### src/sha_pkg.sv
`default_nettype none
package sha_pkg;

    typedef struct packed {
        logic       cmd;
        logic [7:0] data_byte;
    } t_in_item;

    typedef struct packed {
        logic [31:0] digest_word;
        logic [2:0]  word_index;
        logic        last_word;
    } t_out_item;

    typedef enum logic [2:0] {
        ST_IDLE,
        ST_PAD,
        ST_LEN,
        ST_COMP,
        ST_FOLD,
        ST_EMIT
    } t_state;

    typedef struct packed {
        logic       wr_byte;
        logic [7:0] wr_data;
        logic       wr_len;
        logic       start;
        logic       step;
        logic       fold;
        logic       snap_len;
        logic       init;
        logic       out_load;
        logic [2:0] out_idx;
        logic       out_last;
    } t_cmd;

    typedef struct packed {
        logic [5:0] fill;
        logic [5:0] round;
    } t_status;

    localparam int unsigned DIGEST_WORDS_256 = 8;
    localparam int unsigned DIGEST_WORDS_224 = 7;
    localparam logic [7:0] PAD_BYTE = 8'h80;

    localparam logic [31:0] IV256 [8] = '{
        32'h6a09e667, 32'hbb67ae85, 32'h3c6ef372, 32'ha54ff53a,
        32'h510e527f, 32'h9b05688c, 32'h1f83d9ab, 32'h5be0cd19};
    localparam logic [31:0] IV224 [8] = '{
        32'hc1059ed8, 32'h367cd507, 32'h3070dd17, 32'hf70e5939,
        32'hffc00b31, 32'h68581511, 32'h64f98fa7, 32'hbefa4fa4};

    localparam logic [31:0] ROUND_K [64] = '{
        32'h428a2f98, 32'h71374491, 32'hb5c0fbcf, 32'he9b5dba5,
        32'h3956c25b, 32'h59f111f1, 32'h923f82a4, 32'hab1c5ed5,
        32'hd807aa98, 32'h12835b01, 32'h243185be, 32'h550c7dc3,
        32'h72be5d74, 32'h80deb1fe, 32'h9bdc06a7, 32'hc19bf174,
        32'he49b69c1, 32'hefbe4786, 32'h0fc19dc6, 32'h240ca1cc,
        32'h2de92c6f, 32'h4a7484aa, 32'h5cb0a9dc, 32'h76f988da,
        32'h983e5152, 32'ha831c66d, 32'hb00327c8, 32'hbf597fc7,
        32'hc6e00bf3, 32'hd5a79147, 32'h06ca6351, 32'h14292967,
        32'h27b70a85, 32'h2e1b2138, 32'h4d2c6dfc, 32'h53380d13,
        32'h650a7354, 32'h766a0abb, 32'h81c2c92e, 32'h92722c85,
        32'ha2bfe8a1, 32'ha81a664b, 32'hc24b8b70, 32'hc76c51a3,
        32'hd192e819, 32'hd6990624, 32'hf40e3585, 32'h106aa070,
        32'h19a4c116, 32'h1e376c08, 32'h2748774c, 32'h34b0bcb5,
        32'h391c0cb3, 32'h4ed8aa4a, 32'h5b9cca4f, 32'h682e6ff3,
        32'h748f82ee, 32'h78a5636f, 32'h84c87814, 32'h8cc70208,
        32'h90befffa, 32'ha4506ceb, 32'hbef9a3f7, 32'hc67178f2};

    function automatic logic [31:0] rotr(input logic [31:0] x, input int unsigned n);
        rotr = (x >> n) | (x << (32 - n));
    endfunction

endpackage
`default_nettype wire

### src/sha_datapath.sv
`default_nettype none
module sha_datapath (
    input  wire logic             i_clk,
    input  wire logic             i_rst_n,
    input  wire logic             i_mode,
    input  wire logic             i_cfg_we,
    input  wire sha_pkg::t_cmd    i_cmd,
    output sha_pkg::t_status      o_status,
    output sha_pkg::t_out_item    o_out
);
    logic [31:0] r_h [8];
    logic [31:0] r_v [8];
    logic [31:0] r_w [16];
    logic [5:0]  r_fill;
    logic [5:0]  r_round;
    logic [54:0] r_blocks;
    logic [63:0] r_bits;
    sha_pkg::t_out_item r_out;

    logic [31:0] w_t, s0, s1, t1, t2, e, a;
    logic [31:0] w_new;
    logic [7:0]  wr_val;

    always_comb begin
        w_t = r_w[0];
        s0 = sha_pkg::rotr(r_w[1], 7) ^ sha_pkg::rotr(r_w[1], 18) ^ (r_w[1] >> 3);
        s1 = sha_pkg::rotr(r_w[14], 17) ^ sha_pkg::rotr(r_w[14], 19) ^ (r_w[14] >> 10);
        w_new = s1 + r_w[9] + s0 + r_w[0];
        e = r_v[4];
        a = r_v[0];
        t1 = r_v[7] + (sha_pkg::rotr(e, 6) ^ sha_pkg::rotr(e, 11) ^ sha_pkg::rotr(e, 25))
           + ((e & r_v[5]) ^ (~e & r_v[6])) + sha_pkg::ROUND_K[r_round] + w_t;
        t2 = (sha_pkg::rotr(a, 2) ^ sha_pkg::rotr(a, 13) ^ sha_pkg::rotr(a, 22))
           + ((a & r_v[1]) ^ (a & r_v[2]) ^ (r_v[1] & r_v[2]));
        wr_val = i_cmd.wr_len ? r_bits[63 - 8 * (r_fill[2:0]) -: 8] : i_cmd.wr_data;
    end

    always_ff @(posedge i_clk) begin
        if (i_cmd.wr_byte || i_cmd.wr_len) begin
            r_w[r_fill[5:2]][{~r_fill[1:0], 3'b000} +: 8] <= wr_val;
        end
        if (i_cmd.start) begin
            for (int k = 0; k < 8; k++) begin
                r_v[k] <= r_h[k];
            end
        end else if (i_cmd.step) begin
            for (int k = 0; k < 15; k++) begin
                r_w[k] <= r_w[k+1];
            end
            r_w[15] <= w_new;
            r_v[7] <= r_v[6];
            r_v[6] <= r_v[5];
            r_v[5] <= r_v[4];
            r_v[4] <= r_v[3] + t1;
            r_v[3] <= r_v[2];
            r_v[2] <= r_v[1];
            r_v[1] <= r_v[0];
            r_v[0] <= t1 + t2;
        end
        if (i_cmd.out_load) begin
            r_out.digest_word <= r_h[i_cmd.out_idx];
            r_out.word_index  <= i_cmd.out_idx;
            r_out.last_word   <= i_cmd.out_last;
        end
    end

    always_ff @(posedge i_clk) begin
        if (!i_rst_n) begin
            for (int k = 0; k < 8; k++) r_h[k] <= sha_pkg::IV256[k];
            r_fill   <= '0;
            r_round  <= '0;
            r_blocks <= '0;
            r_bits   <= '0;
        end else if (i_cfg_we || i_cmd.init) begin
            for (int k = 0; k < 8; k++) begin
                r_h[k] <= i_mode ? sha_pkg::IV224[k] : sha_pkg::IV256[k];
            end
            r_fill   <= '0;
            r_blocks <= '0;
        end else begin
            if (i_cmd.snap_len) begin
                r_bits <= {r_blocks, r_fill, 3'b000};
            end
            if (i_cmd.wr_byte || i_cmd.wr_len) begin
                r_fill <= r_fill + 6'd1;
            end
            if (i_cmd.start) begin
                r_round <= '0;
            end else if (i_cmd.step) begin
                r_round <= r_round + 6'd1;
            end
            if (i_cmd.fold) begin
                for (int k = 0; k < 8; k++) r_h[k] <= r_h[k] + r_v[k];
                r_blocks <= r_blocks + 55'd1;
            end
        end
    end

    assign o_status.fill  = r_fill;
    assign o_status.round = r_round;
    assign o_out = r_out;
endmodule
`default_nettype wire

### src/sha_control.sv
`default_nettype none
module sha_control (
    input  wire logic             i_clk,
    input  wire logic             i_rst_n,
    input  wire logic             i_mode,
    input  wire logic             i_valid,
    output logic                  o_stall,
    input  sha_pkg::t_in_item     i_item,
    output logic                  o_valid,
    input  wire logic             i_stall,
    input  sha_pkg::t_status      i_status,
    output sha_pkg::t_cmd         o_cmd
);
    sha_pkg::t_state r_state, n_state;
    logic r_fin, n_fin;
    logic r_final, n_final;
    logic r_ovalid, n_ovalid;
    logic [2:0] r_idx, n_idx;
    logic [2:0] last_idx;

    assign last_idx = i_mode ? 3'(sha_pkg::DIGEST_WORDS_224 - 1)
                             : 3'(sha_pkg::DIGEST_WORDS_256 - 1);

    always_ff @(posedge i_clk) begin
        if (!i_rst_n) begin
            r_state  <= sha_pkg::ST_IDLE;
            r_fin    <= 1'b0;
            r_final  <= 1'b0;
            r_ovalid <= 1'b0;
            r_idx    <= '0;
        end else begin
            r_state  <= n_state;
            r_fin    <= n_fin;
            r_final  <= n_final;
            r_ovalid <= n_ovalid;
            r_idx    <= n_idx;
        end
    end

    always_comb begin
        n_state  = r_state;
        n_fin    = r_fin;
        n_final  = r_final;
        n_ovalid = r_ovalid;
        n_idx    = r_idx;
        o_cmd    = '0;
        o_stall  = 1'b1;
        if (r_ovalid && !i_stall) begin
            n_ovalid = 1'b0;
        end
        case (r_state)
            sha_pkg::ST_IDLE: begin
                o_stall = 1'b0;
                if (i_valid) begin
                    if (!i_item.cmd) begin
                        o_cmd.wr_byte = 1'b1;
                        o_cmd.wr_data = i_item.data_byte;
                        n_fin = 1'b0;
                    end else begin
                        o_cmd.snap_len = 1'b1;
                        o_cmd.wr_byte  = 1'b1;
                        o_cmd.wr_data  = sha_pkg::PAD_BYTE;
                        n_fin = 1'b1;
                    end
                    if (i_status.fill == 6'd63) begin
                        n_state = sha_pkg::ST_COMP;
                        o_cmd.start = 1'b1;
                    end else if (i_item.cmd) begin
                        n_state = sha_pkg::ST_PAD;
                    end
                end
            end
            sha_pkg::ST_PAD: begin
                if (i_status.fill == 6'd56) begin
                    n_state = sha_pkg::ST_LEN;
                end else begin
                    o_cmd.wr_byte = 1'b1;
                    o_cmd.wr_data = 8'h00;
                    if (i_status.fill == 6'd63) begin
                        n_state = sha_pkg::ST_COMP;
                        o_cmd.start = 1'b1;
                    end
                end
            end
            sha_pkg::ST_LEN: begin
                o_cmd.wr_len = 1'b1;
                if (i_status.fill == 6'd63) begin
                    n_state = sha_pkg::ST_COMP;
                    o_cmd.start = 1'b1;
                    n_fin = 1'b0;
                    n_final = 1'b1;
                end
            end
            sha_pkg::ST_COMP: begin
                o_cmd.step = 1'b1;
                if (i_status.round == 6'd63) begin
                    n_state = sha_pkg::ST_FOLD;
                end
            end
            sha_pkg::ST_FOLD: begin
                o_cmd.fold = 1'b1;
                n_idx = '0;
                if (r_final) begin
                    n_state = sha_pkg::ST_EMIT;
                    n_final = 1'b0;
                end else if (r_fin) begin
                    n_state = sha_pkg::ST_PAD;
                end else begin
                    n_state = sha_pkg::ST_IDLE;
                end
            end
            sha_pkg::ST_EMIT: begin
                if (!r_ovalid || !i_stall) begin
                    o_cmd.out_load = 1'b1;
                    o_cmd.out_idx  = r_idx;
                    o_cmd.out_last = (r_idx == last_idx);
                    n_ovalid = 1'b1;
                    n_idx = r_idx + 3'd1;
                    if (r_idx == last_idx) begin
                        o_cmd.init = 1'b1;
                        n_state = sha_pkg::ST_IDLE;
                        n_idx = '0;
                    end
                end
            end
            default: n_state = sha_pkg::ST_IDLE;
        endcase
    end

    assign o_valid = r_ovalid;

`ifndef NO_ASSERTIONS
    a_emit_no_input: assert property (@(posedge i_clk) disable iff (!i_rst_n)
        (r_state == sha_pkg::ST_EMIT) |-> o_stall)
        else $error("input taken during digest output");
    a_load_free: assert property (@(posedge i_clk) disable iff (!i_rst_n)
        o_cmd.out_load |-> (!r_ovalid || !i_stall))
        else $error("output overwritten while stalled");
    a_init_last: assert property (@(posedge i_clk) disable iff (!i_rst_n)
        o_cmd.init |-> o_cmd.out_last)
        else $error("restart without last word");
`endif
endmodule
`default_nettype wire

### src/sha256_224_hasher.sv
`default_nettype none
// channel  | handshake              | payload
// in       | i_valid / o_stall      | i_item (cmd, data_byte)
// out      | o_valid / i_stall      | o_item (digest_word, word_index, last_word)
// cfg      | i_cfg_we               | i_cfg_data (digest_mode)
// Data bytes are taken while the control is idle; the byte that fills a block
// starts the 64 rounds of the shared round unit, and input stalls until the block is folded.
// Finish pads one byte a cycle, compresses one or two blocks, then emits
// 7 or 8 words at one per cycle while the output is not stalled.
// Reset is synchronous, active low; it loads the SHA-256 initial values.
module sha256_224_hasher (
    input  wire logic             i_clk,
    input  wire logic             i_rst_n,
    input  wire logic             i_cfg_we,
    input  wire logic             i_cfg_data,
    input  wire logic             i_valid,
    output logic                  o_stall,
    input  sha_pkg::t_in_item     i_item,
    output logic                  o_valid,
    input  wire logic             i_stall,
    output sha_pkg::t_out_item    o_item
);
    logic r_mode;
    sha_pkg::t_cmd    cmd;
    sha_pkg::t_status status;

    always_ff @(posedge i_clk) begin
        if (!i_rst_n) begin
            r_mode <= 1'b0;
        end else if (i_cfg_we) begin
            r_mode <= i_cfg_data;
        end
    end

    sha_control u_ctl (
        .i_clk, .i_rst_n, .i_mode(r_mode), .i_valid, .o_stall, .i_item,
        .o_valid, .i_stall, .i_status(status), .o_cmd(cmd));

    sha_datapath u_dp (
        .i_clk, .i_rst_n, .i_mode(i_cfg_we ? i_cfg_data : r_mode), .i_cfg_we,
        .i_cmd(cmd), .o_status(status), .o_out(o_item));
endmodule
`default_nettype wire

### config.mk
export PLATFORM = sky130hd
export DESIGN_NAME = sha256_224_hasher
export DESIGN_NICKNAME = d
export VERILOG_FILES = /design/src/sha_pkg.sv /design/src/sha_datapath.sv /design/src/sha_control.sv /design/src/sha256_224_hasher.sv
export SDC_FILE = /design/constraint.sdc
export NUM_CORES = 2
export LEC_CHECK = 0
export BUFFER_PORTS_ARGS = -buffer_cell sky130_fd_sc_hd__buf_4
export CORE_AREA = 2 2 447 449
export CTS_CLUSTER_DIAMETER = 60
export CTS_CLUSTER_SIZE = 28
export DETAILED_ROUTE_END_ITERATION = 8
export DIE_AREA = 0 0 449 451
export HOLD_SLACK_MARGIN = 0.02
export PLACE_DENSITY = 0.61
export SLEW_MARGIN = 15
export SYNTH_ARGS = -nofsm -noshare
export SYNTH_HDL_FRONTEND = slang
export SYNTH_SLANG_ARGS = --single-unit
### constraint.sdc
create_clock -name i_clk -period 18.8 [get_ports i_clk]
set_clock_uncertainty 0.15 [all_clocks]
set_input_delay 2.82 -clock i_clk [delete_from_list [all_inputs] [get_ports i_clk]]
set_output_delay 2.82 -clock i_clk [all_outputs]
set_load 0.02 [all_outputs]
Yosys cells after proc, flatten, opt, wreduce, memory -nomap -nowiden
Memories as Yosys holds them, arrays and structs flattened. A register that Yosys moved wholly into a read port is not among the register bits.
Index checks and enable logic that the tools add are counted.

word-level totals
  flip-flop bits (word level) = 142
  RAM bits = 1,024
  bits in read-only memories = 2,048
  input port bits = 15
  word-level logic and storage cells = 231
  memories kept = 4

cells by class
  $add $sub $neg = 24
  magnitude comparators = 1
  equal/unequal tests = 15
  shift-type cells = 3
  muxes and demuxes = 97
  bitwise logic cells = 55
  reduce and logical (&&, ||, !) cells = 20

memory list
  name              depth  bits a word  read ports  clocked after memory_dff  write ports  RTL line            source
  (name not given)  64     32           1           0                         0            sha_datapath.sv:32  + ((e & r_v[5]) ^ (~e & r_v[6])) + sha_pkg::ROUND_K[r_round] + w_t;
  u_dp.r_w          16     32           16          0                         16           sha_datapath.sv:13  logic [31:0] r_w [16];
  u_dp.r_h          8      32           9           1                         8            sha_datapath.sv:11  logic [31:0] r_h [8];
  u_dp.r_v          8      32           8           0                         8            sha_datapath.sv:12  logic [31:0] r_v [8];

operators by type and width
  cell                                                   number
  2-to-1 mux 32 bit                                      34
  adder 32 bit                                           18
  bitwise XOR 32 bit                                     9
  bitwise AND 32 bit                                     5
  indexed part select 71 x 33 -> 8 bit                   1
  2-to-1 mux 31 bit                                      2
  adder 55 x 1 -> 55 bit (second input constant)         1
  2-to-1 mux 1 bit                                       34
  2-to-1 mux 3 bit                                       11
  NOT 32 bit                                             1
  bitwise OR 10 x 32 -> 32 bit                           1
  bitwise OR 13 x 32 -> 32 bit                           1
  bitwise OR 14 x 32 -> 32 bit                           1
  bitwise OR 15 x 32 -> 32 bit                           1
  bitwise OR 19 x 32 -> 32 bit                           1
  bitwise OR 21 x 32 -> 32 bit                           1
  bitwise OR 25 x 32 -> 32 bit                           1
  bitwise OR 26 x 32 -> 32 bit                           1
  bitwise OR 30 x 32 -> 32 bit                           1
  bitwise OR 7 x 32 -> 32 bit                            1
  OR reduction 32 bit                                    1
  variable shift 8 x 7 -> 32 bit (first input constant)  1
  indexed part select 8 x 7 -> 32 bit                    1
  bitwise XOR 32 x 22 -> 32 bit                          1
  other kinds (37)                                       85

Longest topological paths before layout
  depth after elaboration = 11
  mapped depth = 41
  mapped depth without buffers = 39

Cells and area by module
From an unflattened synthesis, not the netlist that was laid out.

unflattened totals
  cells, all modules = 7,448
  area total of the unflattened synthesis = 77,139.0 µm²

by module, submodules not included
  module             times used  cells an instance  area an instance (µm²)
  sha_datapath       1           7,354              76,306.9
  sha_control        1           91                 788.3
  sha256_224_hasher  1           3                  43.8

Least setup slack after synthesis
No wires, ideal clock.

  path type = in2reg
  start point = in i_valid
  end point = reg u_dp.r_round[4]
  library setup time = 70 ps
  arrival = 9,877 ps
  required time = 18,580 ps
  path slack = 8,703 ps
  cell stages on the path = 6
  cells stage by stage = and2_1 > o21ai_0 > nand2_1 > nand2_1 > or3_1 > a21oi_1

on the way
  word-level cells in the longest chain between the ends = 4
  elaborated cells between the ends (all ways) = 5
  classes of those cells = mux (3); reduce/logical (2)

ends and longest elaborated chain
  item                                  RTL line                 source
  from (decl)                           sha256_224_hasher.sv:16  input wire logic i_valid,
  2-to-1 mux 1 bit *                    sha_control.sv:54        if (i_valid) begin
  one-hot mux 1 bit (3 select lines) *  sha_control.sv:51        case (r_state)
  nonzero test 2 bit (no source line)   n/a
  AND reduction 2 bit (no source line)  n/a
  to (signal assigned)                  sha_datapath.sv:90       r_round <= r_round + 6'd1;
  to (decl)                             sha_datapath.sv:15       logic [5:0] r_round;

Every way passes the cells marked *; elsewhere a longest branch is shown, timed or not.
A chain may end at the register's enable or synchronous reset.

==> metrics.md <==
| Metric | Value |
|---|---|
| Outcome | `complete, no violations` |
| GPL Wtd Cong | `between 0.9 and 1` |
| Clock root buffer | `clkbuf_16` |
| Fill cell count | `19000` |
| Initial Util | `0.387` |
| Number of global-route vias before repair | `57000` |
| Top cell type's share of synthesized area | `0.409` |
| Inst Count DP | `about 10000` |
| Fmax | `97.7 MHz` |
| Die area | `202000 um^2` |
| Slew Limit Fails | `0` |
| Nets | `between 8000 and 9000` |
| Setup bufs post-CTS | `0` |
| Crit path time final | `about 10000 ps` |
| CP max stage cell | `ha_1` |
| Worst Path Arrival | `10570 ps` |
| Die W | `about 450 um` |
| Cells after Synth | `approximately 7600` |
| Slew headroom | `0.185` |
| DR pass1 iterations | `6` |
| Routed WL per cell | `about 25 um` |
| Setup crit end kind | `flop` |
| Hold Vio Cnt, Final | `0` |
| Final worst-path cycle share | `0.544` |
| Layout Area Growth over Synthesis | `9.59%` |
| CTS resizes | `0` |
| Cell variety after synth | `~100` |
| Nature of the critical path startpoint | `flop` |
| Internal | `~0.0044 W` |
| Clk pwr share | `0.420` |
| Synthesized Nets | `8179` |
| Max incr delay on CP | `~600 ps` |
| Maxcap violations | `0` |
| Area of the multi-input gates | `roughly 40000 um^2` |
| Worst hold path class | `reg -> reg` |
| Asr flop ratio synth | `0` |
| Most common cell after layout, fill and taps aside | `nand2_1` |
| Switching Share | `0.269` |
| First-pass GRT wire length | `375 mm` |
| Combinational power share | `0.089` |
| Cell Area, Synth | `between 70000 and 80000 um^2` |
| Number of synthesized flops with an enable pin | `about 1000` |
| Via density | `5.83` |
| Initial DRC count | `6447` |
| Most frequent cells in the layout | `nand2_1, edfxtp_1, a21o_1` |
| Clock Latency Late Sink | `a little under 800 ps` |
| Antenna-violating nets left | `0` |
| WS Path Type | `reg -> reg` |
| CTS Sinks | `1198` |
| Max H-tree Level | `3` |
| Mean Syn Cell Area | `around 10 um^2` |
| # rows | `about 160` |
| FF/Latch Area | `34500 um^2` |
| Cts bufs inserted | `112` |
| Chip height | `approximately 450 um` |
| Max Fanout on Critical Path | `14` |
| YS warnings | `0` |
| Vias after detailed routing | `~60000` |
| Synth top area cells | `edfxtp_1, a21o_1, ha_1, nand2_1, fa_1` |
| Most common cell on crit path | `a21o_1` |
| Post-synth top flop | `edfxtp_1` |
| Pwr Density | `between 70 and 80 nW/um^2` |
| Count of non-filler cells in the finished layout | `10200` |
| NetSw | `0.00160 W` |
| CP required | `19140 ps` |
| Share of cells above drive strength 1 | `0.0730` |
| I/O pin total | `between 50 and 60` |
| Worst-Margin Slew | `around 1200 ps` |
| Pleak | `around 36 nW` |
| Post-detail-place hpwl | `188 mm` |
| Final Routed Wirelength | `255 mm` |
| RSZ-0062 raised after global routing | `no` |
| Drt drc | `0` |
| Sequential fraction of the synthesis area | `0.449` |
| TritonCTS clock tree | `done` |
| Seq pwr share | `0.491` |
| Clock transition at the registers of the reported paths | `about 80 ps` |
| Initial antenna violation count | `3` |
| Final setup fails | `0` |
| Clock tree buffer depth | `3` |
| Largest net degree at the start of global routing | `between 150 and 200` |
| VDD IR-drop max | `just under 0.08 mV` |
| CTS hold repair buffers | `0` |
| Total GRT Usage | `0.243` |
| Gr ovfl total | `0` |
| Placeable Area | `around 200000 um^2` |
| Number of I/O port buffers | `between 50 and 60` |
| #FFs+latches synth | `between 1000 and 1500` |
| Area leader, netlist | `edfxtp_1` |
| Setup TNS | `0 ps` |
## synth_stat cells, types with 9 or more instances
cell type and number:
a211oi_1 72, nand2b_1 67, clkbuf_1 391, dfxtp_1 152, mux4_2 16, or2_2 19
buf_1 34, mux2i_1 74, o21a_1 47, ha_1 398, o211a_1 11, edfxtp_1 1046
o31ai_1 28, o2111ai_1 14, a221oi_1 44, a31o_2 38, and2_1 19, a21boi_0 78
o21ai_0 461, nor2_1 364, nor3_1 85, a211o_1 15, nand2_1 1229, nand3_1 156
o21ai_1 10, nand4_1 29, or3_1 31, inv_1 289, nand3b_1 13, o311ai_0 9
and3_1 48, o22ai_1 29, a21o_1 671, xor2_1 225, xnor2_1 411, mux2_2 12
a311oi_1 20, o211ai_1 26, fa_1 195, maj3_1 26, a21oi_1 389, o21bai_1 34
a31oi_1 47, nor2b_1 43
## stage by stage
| stage | util | setup slack [ps] | instance area, um^2 | hold WS [ps] | total power, W |
|---|---|---|---|---|---|
| finish | 0.424 | 8570 | 84100 | 321 | 0.00595 |
| global route | 0.424 | 8070 | 84100 | 338 | 0.00614 |
| CTS | 0.424 | 8700 | 84100 | 323 | 0.00598 |
| detailed placement | 0.404 | 8730 | 80100 | 311 | 0.00350 |
| global placement | 0.404 | 8800 | 80100 | 302 | 0.00350 |
| floorplan | - | 8700 | 76800 | 290 | 0.00336 |
## per-layer routing
layer  global-route usage  wire length (um)
met2                0.389            117000
met3               0.0309             18000
met5                    0                 0
met1                0.330            107000
met4                0.109             12900
## registers in the layout, indices dropped and copies added, names as in the netlist
register       count
u_dp.r_w         512
u_dp.r_h         256
u_dp.r_v         256
u_dp.r_bits       61
u_dp.r_blocks     55
u_dp.o_out        36
u_dp.r_fill        6
u_dp.r_round       6
u_ctl.r_idx        3
u_ctl.r_state      3
r_mode             1
u_ctl.o_valid      1
u_ctl.r_fin        1
u_ctl.r_final      1
## cell type report
class                   instances  area share
well taps                    2656      0.0395
inverters                     291      0.0130
flip-flops and latches       1198       0.410
diodes                          9    0.000268
clock inverters                94      0.0136
multi-input cells            5651       0.472
clock buffers                 118      0.0341
repair buffers                196      0.0179
## kinds of logic (layout without fill, tap and decap cells)
| kind of cell | count (synthesis) | in the layout | share of synthesized area |
|---|---|---|---|
| flip-flops | 1198 | 1198 | 0.449 |
| multiplexers | 102 | 102 | 0.0161 |
| adder cells (fa/ha/maj) | 619 | 619 | 0.119 |
| buffers and inverters | 722 | 699 | 0.0354 |
| other | 0 | 9 | 0 |
| AND/OR/NAND/NOR | 2152 | 2152 | 0.121 |
| AO/OA/AOI/OAI | 2141 | 2141 | 0.186 |
| XOR/XNOR | 637 | 637 | 0.0728 |
## worst max-delay path: cells and delay by family, from the launching register on
kind            cells  cell delay (ps)
flops               1              340
fa+ha+maj           8             3460
compound gates     17             3300
simple gates        5             1240
xor+xnor            2              670
buf+inv             4              770
## power by group through the flow
stage / registers, W / clock network (W) / logic (W)
2_1_floorplan: 0.00297 / 0 / 0.000383
3_3_place_gp: 0.00298 / 0 / 0.000512
4_1_cts: 0.00292 / 0.00253 / 0.000524
6_report: 0.00292 / 0.00250 / 0.000530
5_1_grt: 0.00293 / 0.00263 / 0.000583
3_5_place_dp: 0.00298 / 0 / 0.000520
## final timing paths
kind	from	endpoint	slack [ps]	cells after the start
setup / recovery	u_dp.r_round[0]$_SDFFE_PN0P_	u_dp.r_v[0][29]$_DFFE_PP_	8570	36
hold / removal	u_dp.r_bits[62]$_SDFFE_PN0P_	u_dp.r_bits[62]$_SDFFE_PN0P_	320	2
hold reg to reg	u_dp.r_bits[62]$_SDFFE_PN0P_	u_dp.r_bits[62]$_SDFFE_PN0P_	320	2
setup reg to reg	u_dp.r_round[0]$_SDFFE_PN0P_	u_dp.r_v[0][29]$_DFFE_PP_	8570	36
No activity file was read; power rests on OpenSTA's default activity.
